$ cat src/rtl/core/assert_macros.svh
// Assertion macros shared by the RTL. Empty when SYNTHESIS is set.
`ifndef ASSERT_MACROS_SVH
`define ASSERT_MACROS_SVH

`ifndef SYNTHESIS

// Same-cycle implication, checked at every rising edge outside reset
`define ASSERT_SAME(label, clk, rst_n, ante, cons) \
	label: assert property (@(posedge clk) disable iff (!rst_n) (ante) |-> (cons)) \
		else $error("assertion failed");

// Next-cycle implication
`define ASSERT_NEXT(label, clk, rst_n, ante, cons) \
	label: assert property (@(posedge clk) disable iff (!rst_n) (ante) |=> (cons)) \
		else $error("assertion failed");

`else

`define ASSERT_SAME(label, clk, rst_n, ante, cons)
`define ASSERT_NEXT(label, clk, rst_n, ante, cons)

`endif

`endif

$ cat src/rtl/core/htfe_pkg.sv
// ----------------------------------------------------------------------------
// htfe_pkg
// Types and constants of the head/tail frame extractor.
// ----------------------------------------------------------------------------
`timescale 1ns / 1ps
`default_nettype none

package htfe_pkg;

	localparam int BYTE_W    = 8;
	localparam int TAIL_W    = 32;
	localparam int LEN_W     = 7;
	localparam int CFG_IDX_W = 2;
	localparam int CFG_W     = 32;

	// register indexes
	localparam logic [CFG_IDX_W-1:0] REG_HEAD_BYTE    = 2'd0;
	localparam logic [CFG_IDX_W-1:0] REG_TAIL_PATTERN = 2'd1;

	localparam logic [BYTE_W-1:0] HEAD_RESET = 8'h88;
	localparam logic [TAIL_W-1:0] TAIL_RESET = 32'h55AA_55AA;

	typedef enum logic [1:0] {
		S_IDLE,
		S_READ,
		S_OUT
	} state_t;

endpackage

`default_nettype wire

$ cat src/rtl/core/head_tail_frame_extractor.sv
// A byte that does not close a frame is taken without a stall. A byte that
// closes a frame moves the block through S_READ to S_OUT, which gives one byte
// per cycle while out_stall is low. Input stalls until the last byte is taken;
// the ring has one read port. An overlong frame gives its one result in the
// cycle after the closing byte. Reset clears all control state and sets
// head_byte to 0x88 and tail_pattern to 0x55AA55AA; ring contents are undefined.
// ----------------------------------------------------------------------------
// head_tail_frame_extractor
// Writes received bytes into a ring and emits each head/tail delimited frame.
// ----------------------------------------------------------------------------
`timescale 1ns / 1ps
`default_nettype none

`include "assert_macros.svh"

module head_tail_frame_extractor #(
	parameter int BUFFER_BYTES = 64,
	parameter int TAIL_BYTES   = 4
) (
	input  wire logic                            clk,
	input  wire logic                            arst_n,
	// configuration
	input  wire logic                            cfg_we,
	input  wire logic [htfe_pkg::CFG_IDX_W-1:0]  cfg_index,
	input  wire logic [htfe_pkg::CFG_W-1:0]      cfg_data,
	// input channel
	input  wire logic                            in_valid,
	output logic                                 in_stall,
	input  wire logic [htfe_pkg::BYTE_W-1:0]     rx_byte,
	// output channel
	output logic                                 out_valid,
	input  wire logic                            out_stall,
	output logic [htfe_pkg::BYTE_W-1:0]          frame_byte,
	output logic                                 last_of_frame,
	output logic [htfe_pkg::LEN_W-1:0]           frame_length,
	output logic                                 too_long
);

	import htfe_pkg::*;

	localparam int PW  = $clog2(BUFFER_BYTES);
	localparam int CW  = $clog2(BUFFER_BYTES + 2);
	localparam int TMW = (TAIL_BYTES > 1) ? $clog2(TAIL_BYTES) : 1;

	// configuration registers
	logic [BYTE_W-1:0] head_byte_q;
	logic [TAIL_W-1:0] tail_pattern_q;

	// frame tracking
	logic [PW-1:0]  wp_q;
	logic           open_q;
	logic [PW-1:0]  start_q;
	logic [TMW-1:0] tmatch_q;
	logic [CW-1:0]  nbytes_q;

	// emission
	state_t         state_q, state_d;
	logic [PW-1:0]  rd_ptr_q;
	logic [CW-1:0]  emit_idx_q;
	logic [CW-1:0]  len_q;
	logic           long_q;
	logic [BYTE_W-1:0] rd_data_q;

	logic [BYTE_W-1:0] ring_mem [BUFFER_BYTES];

	logic              in_acc;
	logic              out_acc;
	logic [TAIL_W-1:0] tail_shift;
	logic              tail_hit;
	logic              close_hit;
	logic [CW-1:0]     nbytes_nx;
	logic              over;
	logic              last_w;
	logic              rd_en;

	function automatic logic [PW-1:0] ptr_next(input logic [PW-1:0] p);
		return (p == PW'(BUFFER_BYTES - 1)) ? '0 : p + 1'b1;
	endfunction

	assign in_acc  = in_valid & ~in_stall;
	assign out_acc = out_valid & ~out_stall;

	// expected tail byte sits in the top byte after shifting out matched ones
	assign tail_shift = tail_pattern_q << {tmatch_q, 3'b000};
	assign tail_hit   = (rx_byte == tail_shift[TAIL_W-1 -: BYTE_W]);
	assign close_hit  = open_q & tail_hit & (tmatch_q == TMW'(TAIL_BYTES - 1));
	assign nbytes_nx  = (nbytes_q <= CW'(BUFFER_BYTES)) ? nbytes_q + 1'b1 : nbytes_q;
	assign over       = (nbytes_nx > CW'(BUFFER_BYTES));

	assign last_w        = long_q | (emit_idx_q == len_q - CW'(1));
	assign frame_byte    = long_q ? '0 : rd_data_q;
	assign last_of_frame = last_w;
	assign frame_length  = long_q ? '0 : LEN_W'(len_q);
	assign too_long      = long_q;

	always_ff @(posedge clk or negedge arst_n) begin
		if (!arst_n) begin
			head_byte_q    <= HEAD_RESET;
			tail_pattern_q <= TAIL_RESET;
		end else if (cfg_we) begin
			case (cfg_index)
				REG_HEAD_BYTE:    head_byte_q    <= cfg_data[BYTE_W-1:0];
				REG_TAIL_PATTERN: tail_pattern_q <= cfg_data[TAIL_W-1:0];
				default:          ;
			endcase
		end
	end

	always_ff @(posedge clk or negedge arst_n) begin
		if (!arst_n) begin
			state_q <= S_IDLE;
		end else begin
			state_q <= state_d;
		end
	end

	always_comb begin
		state_d   = state_q;
		in_stall  = 1'b1;
		out_valid = 1'b0;
		rd_en     = 1'b0;
		case (state_q)
			S_IDLE: begin
				in_stall = 1'b0;
				if (in_valid && close_hit) begin
					state_d = over ? S_OUT : S_READ;
				end
			end
			S_READ: begin
				rd_en   = 1'b1;
				state_d = S_OUT;
			end
			S_OUT: begin
				out_valid = 1'b1;
				if (!out_stall) begin
					if (last_w) begin
						state_d = S_IDLE;
					end else begin
						// fetch the next byte behind the one being taken
						rd_en = 1'b1;
					end
				end
			end
			default: begin
				state_d = S_IDLE;
			end
		endcase
	end

	always_ff @(posedge clk or negedge arst_n) begin
		if (!arst_n) begin
			wp_q       <= '0;
			open_q     <= 1'b0;
			start_q    <= '0;
			tmatch_q   <= '0;
			nbytes_q   <= '0;
			rd_ptr_q   <= '0;
			emit_idx_q <= '0;
			len_q      <= '0;
			long_q     <= 1'b0;
		end else begin
			if (in_acc) begin
				wp_q <= ptr_next(wp_q);
				if (open_q) begin
					nbytes_q <= nbytes_nx;
					if (close_hit) begin
						open_q     <= 1'b0;
						tmatch_q   <= '0;
						nbytes_q   <= '0;
						long_q     <= over;
						len_q      <= nbytes_nx - CW'(TAIL_BYTES);
						rd_ptr_q   <= start_q;
						emit_idx_q <= '0;
					end else if (tail_hit) begin
						tmatch_q <= tmatch_q + 1'b1;
					end else begin
						// drop the partial tail match; this byte is not rechecked
						tmatch_q <= '0;
					end
				end else if (rx_byte == head_byte_q) begin
					open_q   <= 1'b1;
					start_q  <= wp_q;
					tmatch_q <= '0;
					nbytes_q <= CW'(1);
				end
			end
			if (rd_en) begin
				rd_ptr_q <= ptr_next(rd_ptr_q);
			end
			if (out_acc) begin
				emit_idx_q <= emit_idx_q + 1'b1;
			end
		end
	end

	// ring buffer: one write port, one registered read port
	always_ff @(posedge clk) begin
		if (in_acc) begin
			ring_mem[wp_q] <= rx_byte;
		end
	end

	always_ff @(posedge clk) begin
		if (rd_en) begin
			rd_data_q <= ring_mem[rd_ptr_q];
		end
	end

	`ASSERT_SAME(a_emit_in_range, clk, arst_n, out_valid && !long_q, emit_idx_q < len_q)
	`ASSERT_NEXT(a_read_then_out, clk, arst_n, state_q == S_READ, out_valid)
	`ASSERT_NEXT(a_last_frees_input, clk, arst_n, out_acc && last_w, !out_valid && !in_stall)

endmodule

`default_nettype wire

$ cat config.mk
export PLATFORM = sky130hd
export DESIGN_NAME = head_tail_frame_extractor
export DESIGN_NICKNAME = d
export VERILOG_FILES = /design/src/rtl/core/htfe_pkg.sv /design/src/rtl/core/head_tail_frame_extractor.sv
export VERILOG_INCLUDE_DIRS = /design/src /design/src/rtl/core
export SDC_FILE = /design/constraint.sdc
export NUM_CORES = 1
export LEC_CHECK = 0
export ABC_AREA = 1
export BUFFER_PORTS_ARGS = -buffer_cell sky130_fd_sc_hd__buf_2
export CORE_MARGIN = 2
export CORE_UTILIZATION = 67
export CTS_CLUSTER_SIZE = 28
export DETAILED_ROUTE_END_ITERATION = 6
export PLACE_DENSITY = 0.85
export SLEW_MARGIN = 20
export SYNTH_ARGS = -nofsm -noshare
export SYNTH_HDL_FRONTEND = slang
export SYNTH_SLANG_ARGS = --single-unit
$ cat constraint.sdc
create_clock -name clk -period 6.6 [get_ports clk]
set_input_delay 0.99 -clock clk [delete_from_list [all_inputs] [get_ports clk]]
set_output_delay 0.99 -clock clk [all_outputs]
set_load 0.02 [all_outputs]
# Word level (Yosys, flattened, before mapping)
# Memory sizes are Yosys's and may differ from the RTL's. A register that Yosys moved wholly into a read port is not among the register bits.
# Index checks and enable logic that the tools add are counted.
word_totals:
  regBits: 85
  ramBits: 512
  input_bits: 47
  output_inout_bits: 19
  elab_cells: 95
  mem_count: 1
memory_table:
  columns: ["name", "depth", "width", "rd", "rd_ports_with_merged_regs", "write_ports", "line_no", "text"]
  rows:
  - ["ring_mem", 64, 8, 1, 1, 1, "head_tail_frame_extractor.sv:64", "logic [BYTE_W-1:0] ring_mem [BUFFER_BYTES];"]
classes:
  n_addsub: 7
  magnitude_cmp: 2
  n_eq_ne: 12
  n_shift: 1
  n_mux: 35
  bitwise: 7
  n_reduce_logical: 18
op_table:
  columns: ["operator", "count"]
  rows:
  - ["$mux W7", 9]
  - ["$mux W6", 6]
  - ["$shl A32 B5 Y32", 1]
  - ["$eq A8 B8 Y1", 2]
  - ["$mux W2", 8]
  - ["$reduce_and A3 Y1", 5]
  - ["$add A7 B1 Y7 const B", 2]
  - ["$reduce_bool A2 Y1", 7]
  - ["$add A6 B1 Y6 const B", 2]
  - ["$eq A6 B6 Y1 const B", 2]
  - ["$mux W1", 9]
  - ["$mux W8", 1]
  - ["$eq A7 B7 Y1", 1]
  - ["$gt A7 B7 Y1 const B", 1]
  - ["$le A7 B7 Y1 const B", 1]
  - ["$sub A7 B1 Y7 const B", 1]
  - ["$sub A7 B3 Y7 const B", 1]
  - ["$pmux W2 S3", 1]
  - ["$reduce_and A2 Y1", 3]
  - ["$and A1 B1 Y1", 4]
  - ["$eq A2 B1 Y1 const B", 2]
  - ["$eq A2 B2 Y1 const B", 2]
  - ["$logic_not A2 Y1", 2]
  - ["$ne A2 B2 Y1 const B", 2]
  - ["6 further kinds", 7]

# Depth between registers and ports, before layout
# Gate-level depths: netlist of run 1.
logic_depth:
  ltp_word: 8
  depth_mapped: 18
  mapped_depth_nobuf: 17

# Least setup slack after synthesis of run 1
# OpenSTA, ideal clock, no wires.
synth_path:
  kind: "input port to flip-flop"
  from: "input port in_valid"
  to: "memory ring_mem[7][0] (enable)"
  setup_time_ns: 0.395
  t_arrival_ns: 2.595
  slack_ns: 3.610
  path_stages: 6
  path_buffers: 2
  cell_sequence: "nand2_1 > inv_1 > clkbuf_1 > nand4_1 > clkbuf_1 > nor4_1"
synth_via:
  elab_chain_len: 3
synth_lines:
  columns: ["item", "line_no", "text"]
  rows:
  - ["from (decl)", "head_tail_frame_extractor.sv:27", "input wire logic in_valid,"]
  - ["$and A1 B1 Y1", "head_tail_frame_extractor.sv:80", "assign in_acc = in_valid & ~in_stall;"]
  - ["$mux W1", "head_tail_frame_extractor.sv:198", "if (in_acc) begin"]
  - ["$mux W1 (not written as such)", "head_tail_frame_extractor.sv:199", "ring_mem[wp_q] <= rx_byte;"]
  - ["to (decl)", "head_tail_frame_extractor.sv:64", null]
# No other way between the ends.

==> results.txt, run 1 <==
Worst Skew - 0.0202 ns
most frequent cells in the layout - edfxtp_1 (520), nand2_1 (462), nor2_1 (254)
Hold WC Path Type - in -> async
Synth Area in Compound Gates - 9.27%
Leak Pwr - 10.4 nW
vias in the first global route - 17.3k
CTS sink cnt - 605
Simple-Gate Fraction of Synth Area - 13.2%
Clock Path Buffers - 3
Via-to-Cell Ratio - 6.40
final setup violation count - 0
clock power share - 30.9%
IO buf count - 65
CP endpoint - rd_data_q[6]$_DFFE_PN_
unrepaired setup endpoints after global routing - no
Synth Area in Adders - 0.588%
Initial Util - 68.0%
post-route ant nets - 0
max incr delay on CP - 0.86 ns
status - finished clean
overall global routing resource usage - 33.1%
switch share - 33.8%
Final Hold Fails - 0
Slew Viols, Final - 0
Gate power share - 26.1%
FILL cells - 2302
via count - 17.8k
Unique masters post-synth - 42
actual slew at the worst max-slew pin - 1.04 ns
most common cell after layout, fill and taps aside - edfxtp_1
post-synthesis mux area share - 3.57%
Critical Path AT - 4.39 ns
net switching power of the design - 3.66 mW
Die Y - 199 µm
Post-Syn Nets - 2245
GPL Wtd Cong - 0.912
final core utilization - 74.9%
R2R depth - 8
Root Driver - clkbuf_16
total negative slack - 0 ns
crit path time final - 3.90 ns
worst path required time - 7.09 ns
first-pass GRT wire length - 98000 µm
Mapped Avg Cell Area - 11.7 µm²
Max Clk Rate - 0.257 GHz
final WL - 64200 µm
R2R setup slack - 2.70 ns
final period utilization - 59.1%
Die Width - 199 µm
post-place setup slack - 2.90 ns
CP max stage cell - buf_4
Worst Hold Margin - 0.306 ns
worst vdd ir - 0.245 mV
router iterations before antenna repair - 6
GR Util met3 - 8.76%
Layout area overhead - 10.1%
Critical Path End Type - flop
H-tree levels - 2
clock-pin transition on the worst setup and hold timing paths - 0.06 ns
diodes inserted - 0
DRC - 0
Cell Pwr Density - 385 nW/µm²
Synth Area in XOR/XNOR - 0.578%
DIE AREA - 39700 µm²
total CTS buffers - 57
FF+latch count, synth - 605
crit path max fanout - 73
postcts setup bufs - 0
M1 GR Usage - 44.2%
drt wl/cell - 23.1 µm
grt ovf - 0
nets@finish - 2281
CTS tree - done
WP buf/inv - 2
DRT iter0 DRCs - 2598
post-CTS resize count - 0
Worst slew margin - 30.6%
Post-synth EDFFs - 520
share of cells above drive strength 1 - 11.0%
initial antenna violation count - 1
asr flop ratio synth - 14.0%
global routing usage on met2 - 51.2%
clock latency on the worst-skew pair - 0.62 ns
PnR worst setup slack - 2.70 ns
yosys warns - 0
Internal - 7.17 mW
largest family of logic cells by synthesized area - simple AND/OR/NAND/NOR gates
reg2reg end - rd_data_q[6]$_DFFE_PN_
GR peak layer - met2
largest net degree at the start of global routing - 78
# Max-Cap Violations - 0
CP Launch Point - rd_ptr_q[0]$_DFFE_PN0P_
sequential fraction of the synthesis area - 69.5%
startpoint class of the critical path - flop
Main synth FF type - edfxtp_1
hold_buf cts - 0
crit-path leading delay family - buffers and inverters
IO Count - 66
core area - 37600 µm²
WS Path Type - reg -> reg
Post-Syn Area - 25500 µm²
Final HPWL DP - 38800 µm
cell breakdown of the critical path - buf_4, buf_4, o21ai_0, o22ai_1, a21oi_1, o31ai_1, nand2_1, nand2_1
number of cells on the critical path - 8
FF-to-FF Start - rd_ptr_q[0]$_DFFE_PN0P_
Std-Cell Rows - 71
Mapped Cells - 2186
part of the power in registers - 43.0%
## worst register-to-register path, stage by stage (launching register included)
cell     delay, ns
dfrtp_4       0.83
buf_4         0.74
buf_4         0.89
o21ai_0       0.34
o22ai_1       0.27
a21oi_1       0.12
o31ai_1       0.39
nand2_1       0.10
nand2_1       0.09
## flip-flops by register name, summed over array words and instances (netlist names)
name / flops
emit_idx_q: 7
head_byte_q: 8
len_q: 7
nbytes_q: 7
open_q: 1
rd_data_q: 8
rd_ptr_q: 6
ring_mem: 512
start_q: 6
state_q: 2
tail_pattern_q: 32
tmatch_q: 2
too_long: 1
wp_q: 6
## power by group through the flow
stage	registers, mW	clock network [mW]	logic [mW]
floorplan	4.57	0	1.95
global placement	4.71	0	2.64
detailed placement	4.73	0	2.72
CTS	4.65	3.35	2.75
global route	4.68	3.50	3.06
finish	4.66	3.34	2.83
## Yosys cell counts (11+ instances only)
| master | number | area (µm²) |
|---|---|---|
| nand2_1 | 463 | 1740 |
| o21ai_0 | 196 | 981 |
| a21oi_1 | 108 | 541 |
| mux2_2 | 24 | 270 |
| dfrtp_1 | 67 | 1680 |
| xor2_1 | 11 | 96.3 |
| o31ai_1 | 16 | 120 |
| mux2i_1 | 64 | 641 |
| nand3_1 | 87 | 435 |
| o22ai_1 | 66 | 413 |
| nor2_1 | 254 | 953 |
| edfxtp_1 | 520 | 15600 |
| clkbuf_1 | 72 | 270 |
| buf_2 | 24 | 120 |
| ha_1 | 12 | 150 |
| inv_1 | 78 | 293 |
| dfstp_2 | 18 | 473 |
| o211ai_1 | 32 | 240 |
## worst min-delay path by stage
stage | slack (ns) | to | start
after global routing | 0.32 | tail_pattern_q[31]$_DFFE_PN0P_ | arst_n
after detailed placement | 0.46 | emit_idx_q[3]$_DFFE_PN0P_ | emit_idx_q[3]$_DFFE_PN0P_
after global placement | 0.46 | emit_idx_q[3]$_DFFE_PN0P_ | emit_idx_q[3]$_DFFE_PN0P_
final | 0.31 | tail_pattern_q[31]$_DFFE_PN0P_ | arst_n
after floorplan | 0.44 | emit_idx_q[3]$_DFFE_PN0P_ | emit_idx_q[3]$_DFFE_PN0P_
after CTS | 0.31 | tail_pattern_q[20]$_DFFE_PN0P_ | arst_n
## metrics by stage
stage          total power, mW  instances  instance area, µm²
2_1_floorplan             6.53       2186               25500
3_3_place_gp              7.35       2674               26200
5_1_grt                   11.2       2779               28100
3_5_place_dp              7.44       2674               26200
6_report                  10.8       2779               28100
4_1_cts                   10.8       2779               28100
## cell families after synthesis
| family | Yosys count |
|---|---|
| adder cells (fa/ha/maj) | 12 |
| AO/OA/AOI/OAI | 427 |
| multiplexers | 88 |
| AND/OR/NAND/NOR | 839 |
| buffers and inverters | 199 |
| flip-flops | 605 |
| XOR/XNOR | 16 |
## layout make-up
cell class | count | area (µm²) | share of cell area (%)
clock buffer | 63 | 1470 | 5.23
timing repair buffer | 89 | 508 | 1.81
multi-input combinational | 1382 | 6960 | 24.7
tap | 511 | 639 | 2.27
clock inverter | 42 | 450 | 1.60
inverter | 87 | 335 | 1.19
sequential | 605 | 17800 | 63.2
## per-layer routing
| layer | up-vias | wire length, µm |
|---|---|---|
| met5 | - | 13 |
| met4 | 2 | 3210 |
| met3 | 195 | 7740 |
| met2 | 1231 | 29600 |
| met1 | 8531 | 23700 |
| li1 | 7817 | - |
Power figures use the tool's default switching activity.
==> run 2, diff against run 1 <==
--- a/config.mk
+++ b/config.mk
@@ -6,13 +6,13 @@
 export SDC_FILE = /design/constraint.sdc
 export NUM_CORES = 1
 export LEC_CHECK = 0
-export ABC_AREA = 1
+export ABC_AREA = 0
 export BUFFER_PORTS_ARGS = -buffer_cell sky130_fd_sc_hd__buf_2
 export CORE_MARGIN = 2
-export CORE_UTILIZATION = 67
+export CORE_UTILIZATION = 56
 export CTS_CLUSTER_SIZE = 28
 export DETAILED_ROUTE_END_ITERATION = 6
-export PLACE_DENSITY = 0.85
+export PLACE_DENSITY = 0.76
 export SLEW_MARGIN = 20
 export SYNTH_ARGS = -nofsm -noshare
 export SYNTH_HDL_FRONTEND = slang
==> constraint.sdc (replaced) <==
create_clock -name clk -period 3.3 [get_ports clk]
set_input_delay 0.495 -clock clk [delete_from_list [all_inputs] [get_ports clk]]
set_output_delay 0.495 -clock clk [all_outputs]
set_load 0.02 [all_outputs]
==> run 2 against run 1 <==
Area after synthesis down 2.3%. Clock skew up 0.014 ns. Non-clock buffer count is 65 higher. Combinational power increased by 80%. Setup slack worse by 2.2 ns. Sequential cell count unchanged. Clock-buffer cell count is 4 higher. Critical endpoint is now last_of_frame.
==> results.txt, run 2 <==
final core utilization - 64.1%
FF-to-FF Start - nbytes_q[0]$_DFFE_PN0P_
share of cells above drive strength 1 - 23.0%
cell taking the most area after synthesis - edfxtp_1
Post-Place Cell Area - 26400 µm²
Critical Path AT - 2.33 ns
unrepaired setup endpoints after global routing - no
Top Registers - ring_mem (512), tail_pattern_q (32)
overall global routing resource usage - 24.7%
Layout area overhead - 13.3%
first-pass GRT wire length - 85700 µm
actual slew at the worst max-slew pin - 1.00 ns
Hold WC Path Type - in -> async
design area - 28300 µm²
drt wl/cell - 25.0 µm
initial antenna violation count - 1
GPL Wtd Cong - 0.913
max FFs per register - 512
Worst slew margin - 33.0%
via count - 14.1k
startpoint class of the critical path - flop
sequential fraction of the synthesis area - 71.2%
status - finished clean
FF+latch count, synth - 605
FILL cells - 3061
IO Count - 66
nets@finish - 1681
worst path required time - 2.80 ns
post-route ant nets - 0
Leak Pwr - 9.67 nW
H-tree levels - 2
reg2reg end - state_q[1]$_DFFE_PN0P_
Max Clk Rate - 0.354 GHz
DIE AREA - 46300 µm²
Slew Viols, Final - 0
final WL - 56700 µm
crit path time final - 2.83 ns
Critical Path End Type - output pin
Post-synth EDFFs - 520
Worst Skew - 0.0346 ns
Mapped Avg Cell Area - 16.7 µm²
CP endpoint - last_of_frame
Final HPWL DP - 36300 µm
total negative slack - 0 ns
Initial Util - 56.6%
# Max-Cap Violations - 0
yosys warns - 0
clock-pin transition on the worst setup and hold timing paths - 0.06 ns
core area - 44100 µm²
worst vdd ir - 0.450 mV
WS Path Type - reg -> out
CTS sink cnt - 605
Clock Path Buffers - 3
Die Y - 215 µm
Unique masters post-synth - 57
most frequent cells in the layout - edfxtp_1 (520), mux2i_1 (147), nor2_1 (103)
synth cell count leaders - edfxtp_1 (520), mux2i_1 (147), nor2_1 (103)
most common cell after layout, fill and taps aside - edfxtp_1
IO buf count - 65
Main synth FF type - edfxtp_1
CTS tree - done
final setup violation count - 0
total CTS buffers - 58
Final Hold Fails - 0
Post-Syn Nets - 1551
area share of the largest cell type after synthesis - 62.6%
Die Width - 215 µm
grt ovf - 0
hold_buf cts - 0
postcts setup bufs - 0
DRC - 0
Cell Pwr Density - 729 nW/µm²
Synth area leaders - edfxtp_1 (63%), dfrtp_1 (6.7%), mux2i_1 (5.9%), mux4_2 (5.8%), o221ai_1 (2.5%)
clock latency on the worst-skew pair - 0.63 ns
Biggest register - ring_mem
CP Launch Point - len_q[0]$_DFFE_PN0P_
top-count cell post-synth - edfxtp_1
Post-Syn Area - 25000 µm²
diodes inserted - 0
Root Driver - clkbuf_16
largest net degree at the start of global routing - 70
asr flop ratio synth - 14.0%
R2R depth - 10
post-CTS resize count - 0
Std-Cell Rows - 77
R2R setup slack - 0.49 ns
DRT iter0 DRCs - 1647
final period utilization - 85.7%
Via-to-Cell Ratio - 6.23
vias in the first global route - 13.9k
crit path max fanout - 4
Mapped Cells - 1492
router iterations before antenna repair - 5
[run 2: metrics by stage]
stage                     hold WS [ns]  power, mW  std cells  setup slack [ns]
after floorplan                  0.199       12.5       1492             0.610
after global placement           0.484       14.2       2154             0.586
after detailed placement         0.494       14.3       2154             0.505
after CTS                       0.0257       20.6       2263             0.457
after global routing            0.0767       21.3       2263             0.288
final                           0.0107       20.6       2263             0.473
[run 2: where the power goes]
| part | switching [mW] | total (mW) | internal, mW | leakage (nW) |
|---|---|---|---|---|
| clock | 2.79 | 6.45 | 3.66 | 0.906 |
| combinational | 2.99 | 5.08 | 2.09 | 3.05 |
| sequential | 0.354 | 9.07 | 8.72 | 5.72 |
[run 2: logic make-up after synthesis]
kind of cell,count (synthesis),synth area share (%)
muxes,260,13.9
and+or+nand+nor,267,5.04
AOI/OAI and AO/OA,205,5.90
DFF,605,71.2
buffers and inverters,96,1.67
xor gates and xnor gates,47,1.65
adders and majority gates,12,0.602
[run 2: worst min path at each step]
stage	endpoint	slack, ns	cells after the start
6_report	tail_pattern_q[18]$_DFFE_PN0P_	0.01	1
3_5_place_dp	tail_pattern_q[2]$_DFFE_PN0P_	0.49	1
5_1_grt	tail_pattern_q[18]$_DFFE_PN0P_	0.08	1
3_3_place_gp	tail_pattern_q[22]$_DFFE_PN0P_	0.48	1
4_1_cts	tail_pattern_q[18]$_DFFE_PN0P_	0.03	1
2_1_floorplan	emit_idx_q[0]$_DFFE_PN0P_	0.20	0
[run 2: critical path: stages, from the launching register on]
cell     delay, ns
dfrtp_1       0.42
inv_1         0.09
ha_1          0.20
nor3b_1       0.24
xnor2_1       0.10
nor3_1        0.26
a41o_1        0.24
buf_2         0.17
[run 2: final cells by class]
cell class	count	area [µm²]	area share, %
clock buffers	67	1510	5.32
well taps	592	741	2.62
multi-input cells	791	6780	24.0
flip-flops and latches	605	17800	62.9
clock inverters	42	359	1.27
repair buffers	154	1070	3.79
inverters	12	45.0	0.159
[run 2: routing by layer]
metal  wire [µm]  part of all wire, %  vias to the layer above  GRT usage (%)
met5           0                    0                        -              0
li1            -                    -                     6187              -
met3        4530                  8.0                       88           3.55
met1       22800                   40                     7179           34.8
met2       27800                   49                      652           40.4
met4        1570                  2.8                        0           8.21
